File: src/gas_pkg.sv
// Shared types, codes and reset constants for the gearshift actuation sequencer.
package gas_pkg;

    localparam int POSITION_BITS_DEF = 12;
    localparam int TIMER_BITS_DEF    = 24;

    localparam int TOL_BITS     = 12;
    localparam int TORQUE_BITS  = 11;
    localparam int NTORQUE_BITS = 10;
    localparam int GEAR_BITS    = 3;
    localparam int STATUS_BITS  = 4;
    localparam int CFG_IDX_BITS = 3;

    localparam int REST_POSITION_RST  = 2502;
    localparam int UP_STOP_RST        = 2290;
    localparam int DOWN_STOP_RST      = 2670;
    localparam int TOLERANCE_RST      = 20;
    localparam int TIMEOUT_RST        = 200000;
    localparam int UP_TORQUE_RST      = 400;
    localparam int DOWN_TORQUE_RST    = -400;
    localparam int NEUTRAL_TORQUE_RST = 400;

    localparam logic [GEAR_BITS-1:0] GEAR_NEUTRAL = 3'd0;
    localparam logic [GEAR_BITS-1:0] GEAR_FIRST   = 3'd1;
    localparam logic [GEAR_BITS-1:0] GEAR_SECOND  = 3'd2;
    localparam logic [GEAR_BITS-1:0] GEAR_TOP     = 3'd5;

    typedef enum logic [1:0] {
        OP_TICK    = 2'd0,
        OP_REQUEST = 2'd1,
        OP_SAMPLE  = 2'd2
    } op_t;

    typedef enum logic [1:0] {
        REQ_NONE    = 2'd0,
        REQ_UP      = 2'd1,
        REQ_DOWN    = 2'd2,
        REQ_NEUTRAL = 2'd3
    } req_t;

    typedef enum logic [STATUS_BITS-1:0] {
        ST_IDLE         = 4'd0,
        ST_STARTED      = 4'd1,
        ST_SHIFTING     = 4'd2,
        ST_DONE         = 4'd3,
        ST_TIMEOUT      = 4'd4,
        ST_READ_FAULT   = 4'd5,
        ST_INVALID      = 4'd6,
        ST_OUT_OF_RANGE = 4'd7,
        ST_NO_NEUTRAL   = 4'd8,
        ST_PRECHECK     = 4'd9,
        ST_BUSY         = 4'd10
    } status_t;

    typedef enum logic [CFG_IDX_BITS-1:0] {
        CFG_BASE           = 3'd0,
        CFG_UP_STOP        = 3'd1,
        CFG_DOWN_STOP      = 3'd2,
        CFG_TOLERANCE      = 3'd3,
        CFG_TIMEOUT        = 3'd4,
        CFG_UP_TORQUE      = 3'd5,
        CFG_DOWN_TORQUE    = 3'd6,
        CFG_NEUTRAL_TORQUE = 3'd7
    } cfg_idx_t;

    typedef struct packed {
        logic [GEAR_BITS-1:0]          gear;
        logic                          active;
        req_t                          req;
        logic signed [TORQUE_BITS-1:0] torque;
    } gas_ctrl_t;

    typedef struct packed {
        logic                          shifting;
        logic [GEAR_BITS-1:0]          gear;
        status_t                       status;
        logic signed [TORQUE_BITS-1:0] torque;
    } gas_result_t;

endpackage

File: src/gearshift_actuation_sequencer.sv
// Top level of the gearshift actuation sequencer: handshakes, state and result registers.
//
// Shift actuation sequencer for a gearbox. Each input transaction is a tick, a shift
// request (carrying the pre-check encoder reading) or an encoder sample, selected by
// s_tuser, and each one yields exactly one result transaction holding the torque
// command in thousandths, a status code, the current gear and the shifting flag.
// A transaction is captured in an input register and processed when the result
// slot is empty or being emptied: the single-pass decision logic reads the gear,
// mode, active request, tick counter and torque registers, updates them and writes
// the result register. One transaction is taken every cycle while the output side
// keeps up; each result is offered from the result register, not combinationally.
// The result register and the input register form a two-deep pipeline, so a new
// transaction is still accepted while a result waits to be taken, provided the
// input register is empty. Configuration is written through the plain write port
// and should only change while no transaction is in flight.
module gearshift_actuation_sequencer #(
    parameter int POSITION_BITS = gas_pkg::POSITION_BITS_DEF,
    parameter int TIMER_BITS    = gas_pkg::TIMER_BITS_DEF,
    localparam int IN_W   = 2 + POSITION_BITS + 1,
    localparam int IN_TW  = ((IN_W + 7) / 8) * 8,
    localparam int OUT_W  = gas_pkg::TORQUE_BITS + gas_pkg::STATUS_BITS
                            + gas_pkg::GEAR_BITS + 1,
    localparam int OUT_TW = ((OUT_W + 7) / 8) * 8,
    localparam int CFG_MAX0 = (POSITION_BITS > TIMER_BITS) ? POSITION_BITS : TIMER_BITS,
    localparam int CFG_W    = (CFG_MAX0 > gas_pkg::TOL_BITS) ? CFG_MAX0 : gas_pkg::TOL_BITS
) (
    input  logic                             clk,
    input  logic                             rst_n,
    input  logic                             s_tvalid,
    output logic                             s_tready,
    // request [1:0], position [POSITION_BITS+1:2], read_ok, zero fill
    input  logic [IN_TW-1:0]                 s_tdata,
    // operation
    input  logic [1:0]                       s_tuser,
    output logic                             m_tvalid,
    input  logic                             m_tready,
    // torque [10:0], status [14:11], gear [17:15], shifting [18], zero fill
    output logic [OUT_TW-1:0]                m_tdata,
    input  logic                             cfg_we,
    input  logic [gas_pkg::CFG_IDX_BITS-1:0] cfg_index,
    input  logic [CFG_W-1:0]                 cfg_data
);
    import gas_pkg::*;

    logic [POSITION_BITS-1:0]      rest_position, up_stop_position, down_stop_position;
    logic [TOL_BITS-1:0]           position_tolerance;
    logic [TIMER_BITS-1:0]         shift_timeout_ticks;
    logic signed [TORQUE_BITS-1:0] up_drive, down_drive;
    logic [NTORQUE_BITS-1:0]       neutral_drive;

    // Input register: one captured transaction awaiting processing.
    logic                     in_valid_reg;
    logic [1:0]               in_op_reg;
    logic [1:0]               in_req_reg;
    logic [POSITION_BITS-1:0] in_pos_reg;
    logic                     in_ok_reg;

    // Sequencer state.
    gas_ctrl_t             ctrl_reg, ctrl_next;
    logic [TIMER_BITS-1:0] elapsed_reg, elapsed_next;

    // Result register.
    logic        out_valid_reg;
    gas_result_t out_result_reg, result_next;

    logic advance;
    logic step_en;

    // The pipeline moves whenever the result slot is empty or being emptied.
    assign advance  = !out_valid_reg || m_tready;
    assign step_en  = in_valid_reg && advance;
    assign s_tready = !in_valid_reg || advance;

    gas_cfg_regs #(
        .POSITION_BITS (POSITION_BITS),
        .TIMER_BITS    (TIMER_BITS),
        .CFG_W         (CFG_W)
    ) u_cfg (
        .clk                 (clk),
        .rst_n               (rst_n),
        .cfg_we              (cfg_we),
        .cfg_index           (cfg_index),
        .cfg_data            (cfg_data),
        .rest_position       (rest_position),
        .up_stop_position    (up_stop_position),
        .down_stop_position  (down_stop_position),
        .position_tolerance  (position_tolerance),
        .shift_timeout_ticks (shift_timeout_ticks),
        .up_drive            (up_drive),
        .down_drive          (down_drive),
        .neutral_drive       (neutral_drive)
    );

    gas_step #(
        .POSITION_BITS (POSITION_BITS),
        .TIMER_BITS    (TIMER_BITS)
    ) u_step (
        .op                  (in_op_reg),
        .req                 (in_req_reg),
        .position            (in_pos_reg),
        .read_ok             (in_ok_reg),
        .ctrl                (ctrl_reg),
        .elapsed             (elapsed_reg),
        .rest_position       (rest_position),
        .up_stop_position    (up_stop_position),
        .down_stop_position  (down_stop_position),
        .position_tolerance  (position_tolerance),
        .shift_timeout_ticks (shift_timeout_ticks),
        .up_drive            (up_drive),
        .down_drive          (down_drive),
        .neutral_drive       (neutral_drive),
        .ctrl_next           (ctrl_next),
        .elapsed_next        (elapsed_next),
        .result              (result_next)
    );

    // Input capture; payload needs no reset.
    always_ff @(posedge clk or negedge rst_n)
    begin
        if (!rst_n)
            in_valid_reg <= 1'b0;
        else if (s_tready)
            in_valid_reg <= s_tvalid;
    end

    always_ff @(posedge clk)
    begin
        if (s_tready && s_tvalid)
        begin
            in_op_reg  <= s_tuser;
            in_req_reg <= s_tdata[1:0];
            in_pos_reg <= s_tdata[POSITION_BITS+1:2];
            in_ok_reg  <= s_tdata[POSITION_BITS+2];
        end
    end

    // State is updated only when a transaction is actually processed, so a stalled
    // output never lets the same transaction act twice.
    always_ff @(posedge clk or negedge rst_n)
    begin
        if (!rst_n)
        begin
            ctrl_reg.gear   <= GEAR_NEUTRAL;
            ctrl_reg.active <= 1'b0;
            ctrl_reg.req    <= REQ_NONE;
            ctrl_reg.torque <= '0;
            elapsed_reg     <= '0;
            out_valid_reg   <= 1'b0;
        end
        else
        begin
            if (step_en)
            begin
                ctrl_reg    <= ctrl_next;
                elapsed_reg <= elapsed_next;
            end
            if (advance)
                out_valid_reg <= in_valid_reg;
        end
    end

    always_ff @(posedge clk)
    begin
        if (step_en)
            out_result_reg <= result_next;
    end

    assign m_tvalid = out_valid_reg;
    assign m_tdata  = OUT_TW'(out_result_reg);

`ifndef SYNTH
    // The input side only stalls when both the input and the result registers are full.
    a_stall_only_when_full: assert property (@(posedge clk) disable iff (!rst_n)
        !s_tready |-> (in_valid_reg && out_valid_reg && !m_tready))
        else $error("input stalled while the pipeline had room");

    // With the actuation window closed the motor must not be driven.
    a_idle_no_torque: assert property (@(posedge clk) disable iff (!rst_n)
        (m_tvalid && !out_result_reg.shifting) |-> (out_result_reg.torque == '0))
        else $error("torque commanded outside the actuation window");

    // A started shift opens the window; a finished one closes it.
    a_status_window: assert property (@(posedge clk) disable iff (!rst_n)
        (m_tvalid && (out_result_reg.status == ST_STARTED)) |-> out_result_reg.shifting)
        else $error("shift started without opening the window");

    a_close_window: assert property (@(posedge clk) disable iff (!rst_n)
        (m_tvalid && (out_result_reg.status == ST_DONE
                      || out_result_reg.status == ST_TIMEOUT
                      || out_result_reg.status == ST_READ_FAULT))
        |-> !out_result_reg.shifting)
        else $error("window left open after the shift ended");

    // The gear register never leaves the range neutral to top gear.
    a_gear_range: assert property (@(posedge clk) disable iff (!rst_n)
        ctrl_reg.gear <= GEAR_TOP)
        else $error("gear out of range");
`endif

endmodule

File: src/gas_cfg_regs.sv
// Configuration register file of the gearshift actuation sequencer.
module gas_cfg_regs #(
    parameter int POSITION_BITS = gas_pkg::POSITION_BITS_DEF,
    parameter int TIMER_BITS    = gas_pkg::TIMER_BITS_DEF,
    parameter int CFG_W         = 24
) (
    input  logic                                        clk,
    input  logic                                        rst_n,
    input  logic                                        cfg_we,
    input  logic [gas_pkg::CFG_IDX_BITS-1:0]            cfg_index,
    input  logic [CFG_W-1:0]                            cfg_data,
    output logic [POSITION_BITS-1:0]                    rest_position,
    output logic [POSITION_BITS-1:0]                    up_stop_position,
    output logic [POSITION_BITS-1:0]                    down_stop_position,
    output logic [gas_pkg::TOL_BITS-1:0]                position_tolerance,
    output logic [TIMER_BITS-1:0]                       shift_timeout_ticks,
    output logic signed [gas_pkg::TORQUE_BITS-1:0]      up_drive,
    output logic signed [gas_pkg::TORQUE_BITS-1:0]      down_drive,
    output logic [gas_pkg::NTORQUE_BITS-1:0]            neutral_drive
);
    import gas_pkg::*;

    logic [POSITION_BITS-1:0]      base_reg, up_stop_reg, down_stop_reg;
    logic [TOL_BITS-1:0]           tol_reg;
    logic [TIMER_BITS-1:0]         timeout_reg;
    logic signed [TORQUE_BITS-1:0] up_torque_reg, down_torque_reg;
    logic [NTORQUE_BITS-1:0]       neutral_torque_reg;

    always_ff @(posedge clk or negedge rst_n)
    begin
        if (!rst_n)
        begin
            base_reg           <= POSITION_BITS'(REST_POSITION_RST);
            up_stop_reg        <= POSITION_BITS'(UP_STOP_RST);
            down_stop_reg      <= POSITION_BITS'(DOWN_STOP_RST);
            tol_reg            <= TOL_BITS'(TOLERANCE_RST);
            timeout_reg        <= TIMER_BITS'(TIMEOUT_RST);
            up_torque_reg      <= TORQUE_BITS'(UP_TORQUE_RST);
            down_torque_reg    <= TORQUE_BITS'(DOWN_TORQUE_RST);
            neutral_torque_reg <= NTORQUE_BITS'(NEUTRAL_TORQUE_RST);
        end
        else if (cfg_we)
        begin
            unique case (cfg_idx_t'(cfg_index))
                CFG_BASE:           base_reg           <= cfg_data[POSITION_BITS-1:0];
                CFG_UP_STOP:        up_stop_reg        <= cfg_data[POSITION_BITS-1:0];
                CFG_DOWN_STOP:      down_stop_reg      <= cfg_data[POSITION_BITS-1:0];
                CFG_TOLERANCE:      tol_reg            <= cfg_data[TOL_BITS-1:0];
                CFG_TIMEOUT:        timeout_reg        <= cfg_data[TIMER_BITS-1:0];
                CFG_UP_TORQUE:      up_torque_reg      <= $signed(cfg_data[TORQUE_BITS-1:0]);
                CFG_DOWN_TORQUE:    down_torque_reg    <= $signed(cfg_data[TORQUE_BITS-1:0]);
                CFG_NEUTRAL_TORQUE: neutral_torque_reg <= cfg_data[NTORQUE_BITS-1:0];
                default:            ;
            endcase
        end
    end

    assign rest_position       = base_reg;
    assign up_stop_position    = up_stop_reg;
    assign down_stop_position  = down_stop_reg;
    assign position_tolerance  = tol_reg;
    assign shift_timeout_ticks = timeout_reg;
    assign up_drive            = up_torque_reg;
    assign down_drive          = down_torque_reg;
    assign neutral_drive       = neutral_torque_reg;

endmodule

File: src/gas_step.sv
// Next-state and result logic for one transaction of the shift sequencer.
module gas_step #(
    parameter int POSITION_BITS = gas_pkg::POSITION_BITS_DEF,
    parameter int TIMER_BITS    = gas_pkg::TIMER_BITS_DEF
) (
    input  logic [1:0]                                  op,
    input  logic [1:0]                                  req,
    input  logic [POSITION_BITS-1:0]                    position,
    input  logic                                        read_ok,
    input  gas_pkg::gas_ctrl_t                          ctrl,
    input  logic [TIMER_BITS-1:0]                       elapsed,
    input  logic [POSITION_BITS-1:0]                    rest_position,
    input  logic [POSITION_BITS-1:0]                    up_stop_position,
    input  logic [POSITION_BITS-1:0]                    down_stop_position,
    input  logic [gas_pkg::TOL_BITS-1:0]                position_tolerance,
    input  logic [TIMER_BITS-1:0]                       shift_timeout_ticks,
    input  logic signed [gas_pkg::TORQUE_BITS-1:0]      up_drive,
    input  logic signed [gas_pkg::TORQUE_BITS-1:0]      down_drive,
    input  logic [gas_pkg::NTORQUE_BITS-1:0]            neutral_drive,
    output gas_pkg::gas_ctrl_t                          ctrl_next,
    output logic [TIMER_BITS-1:0]                       elapsed_next,
    output gas_pkg::gas_result_t                        result
);
    import gas_pkg::*;

    localparam int CMP_W = (POSITION_BITS > TOL_BITS) ? POSITION_BITS : TOL_BITS;

    function automatic logic near(input logic [POSITION_BITS-1:0] a,
                                  input logic [POSITION_BITS-1:0] b,
                                  input logic [TOL_BITS-1:0] tol);
        logic [POSITION_BITS-1:0] d;
        d = (a > b) ? (a - b) : (b - a);
        return CMP_W'(d) <= CMP_W'(tol);
    endfunction

    function automatic logic [GEAR_BITS-1:0] gear_after(input req_t r,
                                                        input logic [GEAR_BITS-1:0] g);
        logic [GEAR_BITS-1:0] n;
        n = g;
        case (r)
            REQ_UP:
                if (g == GEAR_NEUTRAL) n = GEAR_SECOND;
                else if (g < GEAR_TOP) n = g + 3'd1;
            REQ_DOWN:
                if (g == GEAR_NEUTRAL) n = GEAR_FIRST;
                else if (g > GEAR_FIRST) n = g - 3'd1;
            REQ_NEUTRAL:
                n = GEAR_NEUTRAL;
            default:
                n = g;
        endcase
        return n;
    endfunction

    logic [TIMER_BITS-1:0]         elapsed_inc;
    logic [POSITION_BITS-1:0]      target;
    logic signed [TORQUE_BITS-1:0] neutral_torque;
    req_t                          req_in;
    status_t                       status;

    assign req_in      = req_t'(req);
    assign elapsed_inc = elapsed + TIMER_BITS'(1);

    always_comb
    begin
        case (ctrl.req)
            REQ_UP:   target = up_stop_position;
            REQ_DOWN: target = down_stop_position;
            default:  target = rest_position;
        endcase
    end

    // Neutral pushes towards base: sign from the pre-check position.
    always_comb
    begin
        if (near(position, rest_position, position_tolerance))
            neutral_torque = '0;
        else if (position > rest_position)
            neutral_torque = $signed({1'b0, neutral_drive});
        else
            neutral_torque = -$signed({1'b0, neutral_drive});
    end

    always_comb
    begin
        ctrl_next    = ctrl;
        elapsed_next = elapsed;
        status       = ctrl.active ? ST_SHIFTING : ST_IDLE;
        unique case (op)
            OP_TICK:
                if (ctrl.active)
                begin
                    elapsed_next = elapsed_inc;
                    if (elapsed_inc >= shift_timeout_ticks)
                    begin
                        ctrl_next.active = 1'b0;
                        ctrl_next.torque = '0;
                        status           = ST_TIMEOUT;
                    end
                end
            OP_REQUEST:
                if (ctrl.active)
                    status = ST_BUSY;
                else
                begin
                    if (req_in == REQ_NONE)
                        status = ST_INVALID;
                    else if (req_in == REQ_UP && ctrl.gear == GEAR_TOP)
                        status = ST_OUT_OF_RANGE;
                    else if (req_in == REQ_DOWN && ctrl.gear == GEAR_FIRST)
                        status = ST_OUT_OF_RANGE;
                    else if (req_in == REQ_NEUTRAL && ctrl.gear != GEAR_FIRST
                             && ctrl.gear != GEAR_SECOND)
                        status = ST_NO_NEUTRAL;
                    else if (!read_ok)
                        status = ST_PRECHECK;
                    else
                        status = ST_STARTED;

                    if (status != ST_STARTED)
                        ctrl_next.torque = '0;
                    else
                    begin
                        case (req_in)
                            REQ_UP:   ctrl_next.torque = up_drive;
                            REQ_DOWN: ctrl_next.torque = down_drive;
                            default:  ctrl_next.torque = neutral_torque;
                        endcase
                        ctrl_next.active = 1'b1;
                        ctrl_next.req    = req_in;
                        elapsed_next     = '0;
                    end
                end
            OP_SAMPLE:
                if (ctrl.active)
                begin
                    if (!read_ok)
                    begin
                        ctrl_next.active = 1'b0;
                        ctrl_next.torque = '0;
                        status           = ST_READ_FAULT;
                    end
                    else if (near(position, target, position_tolerance))
                    begin
                        ctrl_next.active = 1'b0;
                        ctrl_next.torque = '0;
                        ctrl_next.gear   = gear_after(ctrl.req, ctrl.gear);
                        status           = ST_DONE;
                    end
                end
            default:
                ;
        endcase
    end

    assign result.shifting = ctrl_next.active;
    assign result.gear     = ctrl_next.gear;
    assign result.status   = status;
    assign result.torque   = ctrl_next.torque;

endmodule

File: config.mk
export PLATFORM = sky130hd
export DESIGN_NAME = gearshift_actuation_sequencer
export DESIGN_NICKNAME = d
export VERILOG_FILES = /design/src/gas_pkg.sv /design/src/gearshift_actuation_sequencer.sv /design/src/gas_cfg_regs.sv /design/src/gas_step.sv
export SDC_FILE = /design/constraint.sdc
export NUM_CORES = 1
export LEC_CHECK = 0
export CORE_MARGIN = 4
export CORE_UTILIZATION = 40
export CTS_CLUSTER_DIAMETER = 200
export DETAILED_ROUTE_END_ITERATION = 8
export DONT_BUFFER_PORTS = 1
export GPL_TIMING_DRIVEN = 1
export PLACE_DENSITY_LB_ADDON = 0.25
export SYNTH_ARGS = -nofsm -noshare
export SYNTH_HDL_FRONTEND = slang
export SYNTH_SLANG_ARGS = --single-unit
export TNS_END_PERCENT = 20
File: constraint.sdc
create_clock -name clk -period 14.5 [get_ports clk]
set_clock_uncertainty 0.1 [all_clocks]
set_input_delay 2.175 -clock clk [delete_from_list [all_inputs] [get_ports clk]]
set_output_delay 2.175 -clock clk [all_outputs]
set_load 0.005 [all_outputs]
==> results.py, run 1 <==
metrics = {
    "critical_path": {
        "r2r_slack_ps": 7410,
        "r2r_start": "ctrl_reg[11]",
        "cp-start-kind": "flop",
        "arrival_ps": 7350,
        "critPathRequiredTime_ps": 14770,
        "reg2regPathDepth": 21,
        "crit_type": "flop to flop",
        "endpoint_kind": "flop",
        "regToRegEndpoint": "ctrl_reg[5]",
        "path_max_fanout": 24,
    },
    "clock_tree": {
        "cts_root_buffer": "clkbuf_16",
        "clock_latency_ps": 440,
        "cts_resized": 0,
        "cts.path.max_buffers": 2,
        "numClockSinks": 183,
        "numCtsBuffers": 17,
        "postCtsSetupBuffers": 0,
        "cts_hold_buf": 0,
        "cts_tree": "built",
        "clk_pin_slew_ps": 80,
        "htree_levels": 4,
    },
    "pwr": {
        "p_per_area_nw_per_um2": 197,
        "p_leak_nw": 5.40,
        "peakVddDrop_v": 0.000127,
    },
    "die": {
        "fp.dieW_um": 179,
        "core_area_um2": 28700,
        "dieArea_um2": 31900,
        "start_util_pct": 40.6,
        "pin_count": 76,
        "fp.dieH_um": 179,
        "rows": 62,
    },
    "routing": {
        "drt_first_pass_iters": 6,
        "wl_per_cell_um": 17.9,
        "drc_errors": 0,
        "ant_nets": 0,
        "drt-vias-per-instance": 5.51,
        "routed_wl_um": 27800,
        "vias": 8551,
        "drt_iter0_drc": 620,
    },
    "synthesis": {
        "syn_area_per_cell_um2": 9.84,
        "ys_types": 80,
        "synth_cells": 1185,
        "syn_area_um2": 11700,
        "synth_edf_count": 36,
        "yosys.area.top_type": "dfrtp_1",
        "synth_flop_cell": "dfrtp_1",
        "ys_ff_latch": 183,
        "ys_seq_area_share_pct": 41.2,
        "synth.top_cell.area_share_pct": 23.4,
        "yosysWarnings": 0,
        "async_flop_share_pct": 80.3,
        "synth.area.top_cells": "dfrtp_1, ha_1, edfxtp_1",
    },
    "grt": {
        "grt_pass1_vias": 8468,
        "grtUsageTotal_pct": 17.9,
        "overflow": 0,
        "antenna_found_initial": 0,
        "grt_max_degree": 148,
        "grt_pass1_wl_um": 45300,
    },
    "cells_and_area": {
        "nets": 1316,
        "filler_cell_count": 2812,
        "drive_above_1_share_pct": 14.2,
        "areaGrowthSynthToFinish_pct": 7.32,
        "multi_input_area_um2": 6290,
        "antenna_cells": 0,
        "regArea_um2": 4810,
        "final_cell_mix": "nand2_1, dfrtp_1, ha_1, o21ai_0, inv_1",
    },
    "timing": {
        "finalSetupTns_ps": 0,
        "rsz0062_at_grt": "no",
        "timing.final.crit_share_pct": 48.9,
        "slew_viol_final": 0,
        "max_freq_mhz": 141,
        "hold_viol": 0,
        "worst_slew_pin_slew_ps": 1090,
        "relSlewSlack_pct": 27.3,
        "period_minus_slack_ps": 7090,
        "whs_ps": 394,
        "setup-violations-final": 0,
    },
    "status": {
        "outcome": "complete, no violations",
    },
    "placed_design": {
        "hpwl_um": 20300,
        "port_buffers": 0,
        "gp_congestion": 0.874,
    },
    "min_path": {
        "whs_endpoint": "m_tvalid",
        "hp-start": "in_valid_reg",
        "worstHoldPathType": "flop to flop",
        "whs_path_depth": 1,
    },
    "run": {
        "cap_violations": 0,
    },
}
-- cell usage after synthesis (3+ instances only) --
master and instances:
dfrtp_1 109, nand2_1 109, ha_1 108, o21ai_0 88, inv_1 86, a21oi_1 74, mux2_2 72, nor2_1 68
dfstp_2 38, edfxtp_1 36, clkbuf_1 34, xnor2_1 26, xor2_1 24, a21o_1 22, a22oi_1 21, nand3_1 19
nand4_1 19, nand2b_1 15, nor3_1 15, nor2b_1 13, a22o_1 12, buf_2 12, mux2i_1 11, o31ai_1 11
o211ai_1 9, o21ai_1 9, or3_1 9, a31oi_1 8, and2_1 7, buf_4 7, a221o_1 6, o22ai_1 6
and3_1 5, fa_1 4, nor3b_1 4, or4_1 4, a211oi_1 3, a21bo_2 3, and4_1 3, buf_1 3
nand3b_1 3, nand4b_1 3, o2bb2ai_1 3
-- power breakdown --
group          total (mW)  switching (mW)  internal, mW
clock               0.462           0.232         0.230
combinational        1.30           0.764         0.531
sequential          0.703          0.0676         0.636
-- metal layers --
layer	share of wire, %	wire length (um)	up-vias	global-route usage [%]
met4	2.2	602	0	5.31
met1	49	13500	4160	25.6
met2	45	12600	188	28.2
met3	4.0	1130	38	2.85
li1	-	-	4165	-
met5	0	0	-	0
-- layout make-up --
| cell class | count | area share, % |
|---|---|---|
| clock buffer | 17 | 3.40 |
| clock inverter | 15 | 1.25 |
| inverter | 86 | 2.58 |
| multi-input combinational | 862 | 50.3 |
| sequential | 183 | 38.4 |
| tap | 384 | 3.84 |
| timing repair buffer | 4 | 0.240 |
-- worst max-delay path by stage --
stage / startpoint / end / slack [ps] / cells after the start
5_1_grt: ctrl_reg[11] / ctrl_reg[5] / 6910 / 21
2_1_floorplan: ctrl_reg[11] / ctrl_reg[5] / 8930 / 26
4_1_cts: ctrl_reg[11] / ctrl_reg[5] / 7410 / 21
3_3_place_gp: ctrl_reg[11] / ctrl_reg[5] / 7550 / 21
3_5_place_dp: ctrl_reg[12] / ctrl_reg[6] / 7430 / 21
6_report: ctrl_reg[11] / ctrl_reg[5] / 7410 / 21
-- critical path, cell delays in order (launching register included) --
cell and delay (ps):
dfrtp_1 360, inv_1 70, ha_1 840, a21oi_1 280
ha_1 520, nand4_1 190, or3_1 370, nor2_1 270
a21o_1 320, a311oi_1 220, or3_1 400, a31oi_1 210
xnor2_1 90, ha_1 300, a21oi_1 80, o211ai_1 240
o31ai_1 110, a21oi_1 480, nor2b_1 280, or3_1 140
a2bb2oi_1 850, a221o_1 290
-- metrics by stage --
stage	setup WS, ps	instances	total power [mW]	cell area (um^2)	util (%)
2_1_floorplan	8930	1189	1.71	11700	-
6_report	7410	1551	2.46	12500	43.6
3_3_place_gp	7550	1519	1.97	11900	41.6
3_5_place_dp	7430	1519	2.00	11900	41.6
5_1_grt	6910	1551	2.68	12500	43.6
4_1_cts	7410	1551	2.47	12500	43.6
-- logic make-up after synthesis --
family          after synthesis  share of synthesized area (%)
compound gates              306                           16.9
xor+xnor                     50                           3.76
fa+ha+maj                   112                           12.3
buf+inv                     144                           5.12
flops                       183                           41.2
mux                          85                           8.12
other cells                   1                         0.0322
simple gates                304                           12.6
Note: power is estimated with default switching activity, not from simulation.
==> inputs of run 2 (changes only) <==
clock period = 5.81 ns   (was 14.5 ns; I/O delays follow)
==> run 2 against run 1 <==
  * Global-route usage rose by 0.27 points
  * Combinational power grew to 3.5 times the previous value
  * Die area unchanged
  * Count of clock-buffer cells in the layout stayed put
  * Sequential power rose to 2.5 times the previous value
  * Non-clock buffer count rose by 64
  * Critical path depth up 3
  * Total power grew to 3.1 times the previous value
  * Routed wire length increased by 3.7%
  * Highest routed layer unchanged
==> results.py, run 2 (synthesis results as in run 1) <==
metrics = {
    "placed_design": {
        "port_buffers": 0,
        "gp_congestion": 0.883,
        "pre_cts_ws_ps": -357,
        "hpwl_um": 20800,
        "place_area_um2": 12300,
    },
    "timing": {
        "setup-violations-final": 0,
        "relSlewSlack_pct": 30.6,
        "slew_viol_final": 0,
        "max_freq_mhz": 173,
        "finalSetupTns_ps": 0,
        "hold_viol": 0,
        "worst_slew_pin_slew_ps": 1040,
        "rsz0062_at_grt": "yes",
        "period_minus_slack_ps": 5780,
        "timing.final.ws_setup_ps": 29.7,
        "timing.final.crit_share_pct": 99.5,
    },
    "pwr": {
        "p_per_area_nw_per_um2": 556,
        "clock_power_share_pct": 16.0,
        "p_sw_share_pct": 41.5,
        "combinationalPowerShare_pct": 60.5,
        "pwr-share-seq_pct": 23.5,
        "power_switching_mw": 3.11,
        "p_leak_nw": 5.78,
        "p_int_mw": 4.40,
        "peakVddDrop_v": 0.000433,
    },
    "grt": {
        "overflow": 0,
        "grt_pass1_vias": 8804,
        "grtUsageTotal_pct": 18.2,
        "antenna_found_initial": 0,
        "grt_max_degree": 135,
        "grt_pass1_wl_um": 46200,
    },
    "routing": {
        "top_layer": "met4",
        "routed_wl_um": 28800,
        "drc_errors": 0,
        "wl_met3_um": 1130,
        "met2WireLength_um": 13500,
        "drt_iter0_drc": 656,
        "drt-vias-per-instance": 5.50,
        "met1_length_um": 13500,
        "ant_nets": 0,
        "drt_first_pass_iters": 6,
        "vias": 8887,
        "wl_per_cell_um": 17.8,
    },
    "clock_tree": {
        "clk_pin_slew_ps": 80,
        "cts_root_buffer": "clkbuf_16",
        "numClockSinks": 183,
        "numCtsBuffers": 17,
        "htree_levels": 4,
        "clock_latency_ps": 440,
        "cts_tree": "built",
        "cts.path.max_buffers": 2,
    },
    "min_path": {
        "worstHoldPathType": "input pin to async pin",
    },
    "status": {
        "outcome": "complete, no violations",
    },
    "critical_path": {
        "arrival_ps": 6000,
        "crit_family": "compound AO/OA/AOI/OAI gates",
        "crit_chain": "inv_2, ha_4, buf_6, a22oi_1, a21oi_2, ha_1, nand4_1, buf_4, a21oi_4, o31ai_4, a211oi_2, a311oi_2, or3_4, a31oi_2, xnor2_1, ha_1, a21oi_2, o21ai_2, a2111oi_4, a21oi_4, nor2b_4, or3_4, a2bb2oi_4, a221o_1",
        "crit_type": "flop to flop",
        "path_max_fanout": 9,
        "r2r_start": "ctrl_reg[11]",
        "startpoint": "ctrl_reg[11]",
        "cp-start-kind": "flop",
        "r2r_slack_ps": 30,
        "regToRegEndpoint": "ctrl_reg[6]",
        "endpoint_kind": "flop",
        "critPathRequiredTime_ps": 6030,
        "reg2regPathDepth": 24,
        "critPathMaxStageDelay_ps": 420,
        "path_buf_inv": 3,
        "worst_path_max_delay_cell": "dfrtp_1",
    },
    "die": {
        "fp.dieW_um": 179,
        "core_area_um2": 28700,
        "dieArea_um2": 31900,
        "start_util_pct": 40.6,
        "pin_count": 76,
        "fp.dieH_um": 179,
        "rows": 62,
    },
    "cells_and_area": {
        "nets": 1380,
        "antenna_cells": 0,
        "drive_above_1_share_pct": 23.3,
        "filler_cell_count": 2727,
        "areaGrowthSynthToFinish_pct": 15.8,
        "fin_util_pct": 47.1,
        "design_area_um2": 13500,
        "final_cell_mix": "dfrtp_1, nand2_1, ha_1, o21ai_0, inv_1",
        "final_common_cell": "dfrtp_1",
    },
    "run": {
        "cap_violations": 0,
    },
}
==> run 2: cell types whose count changed in the layout (fill, tap and decap cells not counted), sizes merged <==
cell,before,now
inv,93,92
buf,4,64
clkinv,6,7
clkbuf,17,19
dlygate4sd3,0,2
bufinv,0,1
clkinvlp,2,1
==> run 2: area by class of cell <==
type                       instances  area [um^2]  share of cell area [%]
multi-input combinational        862         6690                    49.5
sequential                       183         4810                    35.6
timing repair buffer              68          598                    4.43
tap                              384          480                    3.56
clock buffer                      17          425                    3.15
inverter                          86          323                    2.39
clock inverter                    15          181                    1.34
==> run 2: worst register-to-register path, delay by kind of cell, from the launching register on <==
kind	cells	cell delay, ps
xor+xnor	1	140
buf+inv	3	490
compound gates	13	2550
flops	1	420
fa+ha+maj	3	770
simple gates	4	1190
==> run 2: through the flow <==
step / instances / power (mW) / hold slack [ps]
after CTS: 1605 / 6.89 / 5.87
after floorplan: 1189 / 4.27 / 357
after global placement: 1569 / 5.42 / 370
final: 1615 / 7.51 / 35.3
after global routing: 1615 / 8.09 / 11.9
after detailed placement: 1569 / 5.49 / 371
==> run 2: worst max path at each step <==
stage	to	slack, ps	depth (start not counted)
2_1_floorplan	ctrl_reg[5]	240	26
3_5_place_dp	ctrl_reg[8]	-360	24
3_3_place_gp	ctrl_reg[9]	-280	25
6_report	ctrl_reg[6]	30	24
4_1_cts	ctrl_reg[16]	1	23
5_1_grt	ctrl_reg[6]	-170	24
==> run 2: metal layers <==
metal	vias to the layer above	GRT usage, %
met2	183	29.7
met4	0	5.95
met5	-	0
li1	4286	-
met3	39	2.80
met1	4379	24.8
==> run 2: repair_timing <==
| action | in CTS | in global routing |
|---|---|---|
| hold buffers | 1 | 1 |
| resized for setup | 7 | 80 |
| cloned | 0 | 2 |
| setup endpoints to repair | 28 | 30 |
| hold endpoints to repair | 14 | 1 |
| buffers inserted | 3 | 8 |
| pin swaps | 4 | 32 |
==> run 2: power groups by stage <==
stage	Sequential, mW	Combinational, mW	Clock, mW
after floorplan	1.71	2.56	0
after global routing	1.80	5.02	1.27
final	1.77	4.54	1.20
after global placement	1.77	3.64	0
after CTS	1.76	3.91	1.23
after detailed placement	1.78	3.71	0
==> inputs of run 3 (changes only) <==
--- a/config.mk
+++ b/config.mk
@@ -9,3 +9,2 @@
 export CORE_UTILIZATION = 40
-export CTS_CLUSTER_DIAMETER = 200
 export DETAILED_ROUTE_END_ITERATION = 8
==> constraint.sdc (replaced) <==
create_clock -name clk -period 5.81 [get_ports clk]
set_clock_uncertainty 0.1 [all_clocks]
set_input_delay 1.162 -clock clk [delete_from_list [all_inputs] [get_ports clk]]
set_output_delay 1.162 -clock clk [all_outputs]
set_load 0.005 [all_outputs]
==> run 3 against run 2 <==
  * Cell area down 1.7%
  * First-iteration DRC count down 3.7%
  * Final cell count down 0.43%
  * Die area unchanged
  * Non-clock buffer count down 7
  * Via count down 1.5%
  * Worst hold slack better by 280 ps
  * Clock power down 5%
  * Critical path type unchanged
  * Largest cell class unchanged
==> results.py, run 3 (synthesis results as in run 1) <==
metrics = {
    "status": {
        "outcome": "complete, no violations",
    },
    "pwr": {
        "p_sw_share_pct": 41.2,
        "peakVddDrop_v": 0.000405,
        "p_int_mw": 4.24,
        "p_leak_nw": 5.72,
        "power_switching_mw": 2.97,
        "combinationalPowerShare_pct": 59.7,
        "p_per_area_nw_per_um2": 543,
        "pwr-share-seq_pct": 24.5,
        "clock_power_share_pct": 15.8,
    },
    "critical_path": {
        "r2r_start": "ctrl_reg[12]",
        "endpoint_kind": "flop",
        "critPathRequiredTime_ps": 6020,
        "cp-start-kind": "flop",
        "reg2regPathDepth": 24,
        "r2r_slack_ps": 140,
        "arrival_ps": 5880,
        "path_max_fanout": 8,
        "crit_type": "flop to flop",
        "startpoint": "ctrl_reg[12]",
        "regToRegEndpoint": "ctrl_reg[7]",
    },
    "grt": {
        "antenna_found_initial": 0,
        "grt_max_degree": 148,
        "grtUsageTotal_pct": 18.1,
        "grt_pass1_wl_um": 46200,
        "overflow": 0,
        "grt_pass1_vias": 8653,
    },
    "routing": {
        "ant_nets": 0,
        "drt-vias-per-instance": 5.44,
        "wl_per_cell_um": 17.9,
        "routed_wl_um": 28800,
        "drt_iter0_drc": 632,
        "drt_first_pass_iters": 5,
        "drc_errors": 0,
        "vias": 8750,
    },
    "clock_tree": {
        "clk_pin_slew_ps": 80,
        "clock_latency_ps": 430,
        "cts_tree": "built",
        "numCtsBuffers": 17,
        "cts.path.max_buffers": 2,
        "cts_root_buffer": "clkbuf_16",
        "numClockSinks": 183,
        "htree_levels": 4,
    },
    "cells_and_area": {
        "filler_cell_count": 2774,
        "areaGrowthSynthToFinish_pct": 13.9,
        "antenna_cells": 0,
        "fin_cells": 1608,
        "design_area_um2": 13300,
        "drive_above_1_share_pct": 22.1,
        "final_common_cell": "dfrtp_1",
        "nets": 1373,
        "final_cell_mix": "dfrtp_1, nand2_1, ha_1, o21ai_0, inv_1",
    },
    "placed_design": {
        "pre_cts_ws_ps": -306,
        "hpwl_um": 21000,
        "gp_congestion": 0.870,
        "place_area_um2": 12300,
        "port_buffers": 0,
        "place_inst": 1568,
    },
    "timing": {
        "period_minus_slack_ps": 5670,
        "worst_slew_pin_slew_ps": 1060,
        "rsz0062_at_grt": "yes",
        "slew_viol_final": 0,
        "timing.final.ws_setup_ps": 144,
        "finalSetupTns_ps": 0,
        "hold_viol": 0,
        "max_freq_mhz": 176,
        "relSlewSlack_pct": 29.3,
        "timing.final.crit_share_pct": 97.5,
        "setup-violations-final": 0,
    },
    "die": {
        "dieArea_um2": 31900,
        "start_util_pct": 40.6,
        "fp.dieW_um": 179,
        "core_area_um2": 28700,
        "fp.dieH_um": 179,
        "rows": 62,
        "pin_count": 76,
    },
    "run": {
        "cap_violations": 0,
    },
    "min_path": {
        "worstHoldPathType": "input pin to async pin",
    },
}
run 3: changes by cell type in the layout (fill, tap and decap cells not counted), sizes merged:
cell / previous run / this run
clkinvlp: 1 / 2
bufinv: 1 / 0
dlygate4sd3: 2 / 0
buf: 64 / 60
inv: 92 / 91
clkinv: 7 / 5
clkbuf: 19 / 21
run 3: what timing repair did:
| action | 4_1_cts | 5_1_grt |
|---|---|---|
| setup endpoints to repair | 28 | 30 |
| buffers inserted | 3 | 4 |
| hold buffers | 0 | 0 |
| gates cloned | 0 | 1 |
| gates resized for setup | 29 | 38 |
| pin swaps | 10 | 26 |
run 3: final cells by class:
| cell class | count | area [um^2] | area share (%) |
|---|---|---|---|
| Clock buffer | 20 | 457 | 3.44 |
| Timing Repair Buffer | 61 | 507 | 3.82 |
| Multi-Input combinational cell | 862 | 6590 | 49.6 |
| Clock inverter | 12 | 115 | 0.867 |
| Inverter | 86 | 323 | 2.43 |
| Sequential cell | 183 | 4810 | 36.2 |
| Tap cell | 384 | 480 | 3.62 |
run 3: layer usage:
layer,vias to the layer above,track usage (%),part of all wire (%)
met5,-,0,0
met4,0,3.74,1.0
met3,17,2.89,3.9
met2,175,30.1,47
met1,4292,25.3,48
li1,4266,-,-
run 3: worst max path at each step:
stage / slack [ps] / to
after global placement: -220 / ctrl_reg[3]
after detailed placement: -310 / ctrl_reg[9]
after CTS: -2 / ctrl_reg[7]
after global routing: -80 / ctrl_reg[7]
after floorplan: 240 / ctrl_reg[5]
final: 140 / ctrl_reg[7]
run 3: power groups by stage:
stage	clock network [mW]	logic (mW)	registers [mW]
finish	1.14	4.31	1.76
global route	1.21	4.76	1.80
CTS	1.16	3.92	1.76
detailed placement	0	3.70	1.78
global placement	0	3.63	1.77
floorplan	0	2.56	1.71
run 3: critical path, stage by stage, from the launching register on:
cell       delay, ps
dfrtp_1          410
inv_2             90
ha_4             360
nor2_1            70
a21oi_2          160
ha_2             220
fa_2             230
nor2b_4           50
o31a_1           290
o31ai_4          290
a21o_1           250
a311oi_2         150
or3_1            390
a31oi_1          210
xnor2_1          150
ha_1             270
a21oi_2          180
o21ai_2           80
a2111oi_4        360
a21oi_4          140
nor2b_4          160
or3_4            390
a2bb2oi_4        190
buf_6            150
a22o_1           190
run 3: through the flow:
step,power (mW),utilization [%],hold WS [ps]
floorplan,4.27,-,357
global placement,5.40,42.9,367
detailed placement,5.48,42.9,375
CTS,6.85,45.4,299
global route,7.77,46.3,291
finish,7.21,46.3,313
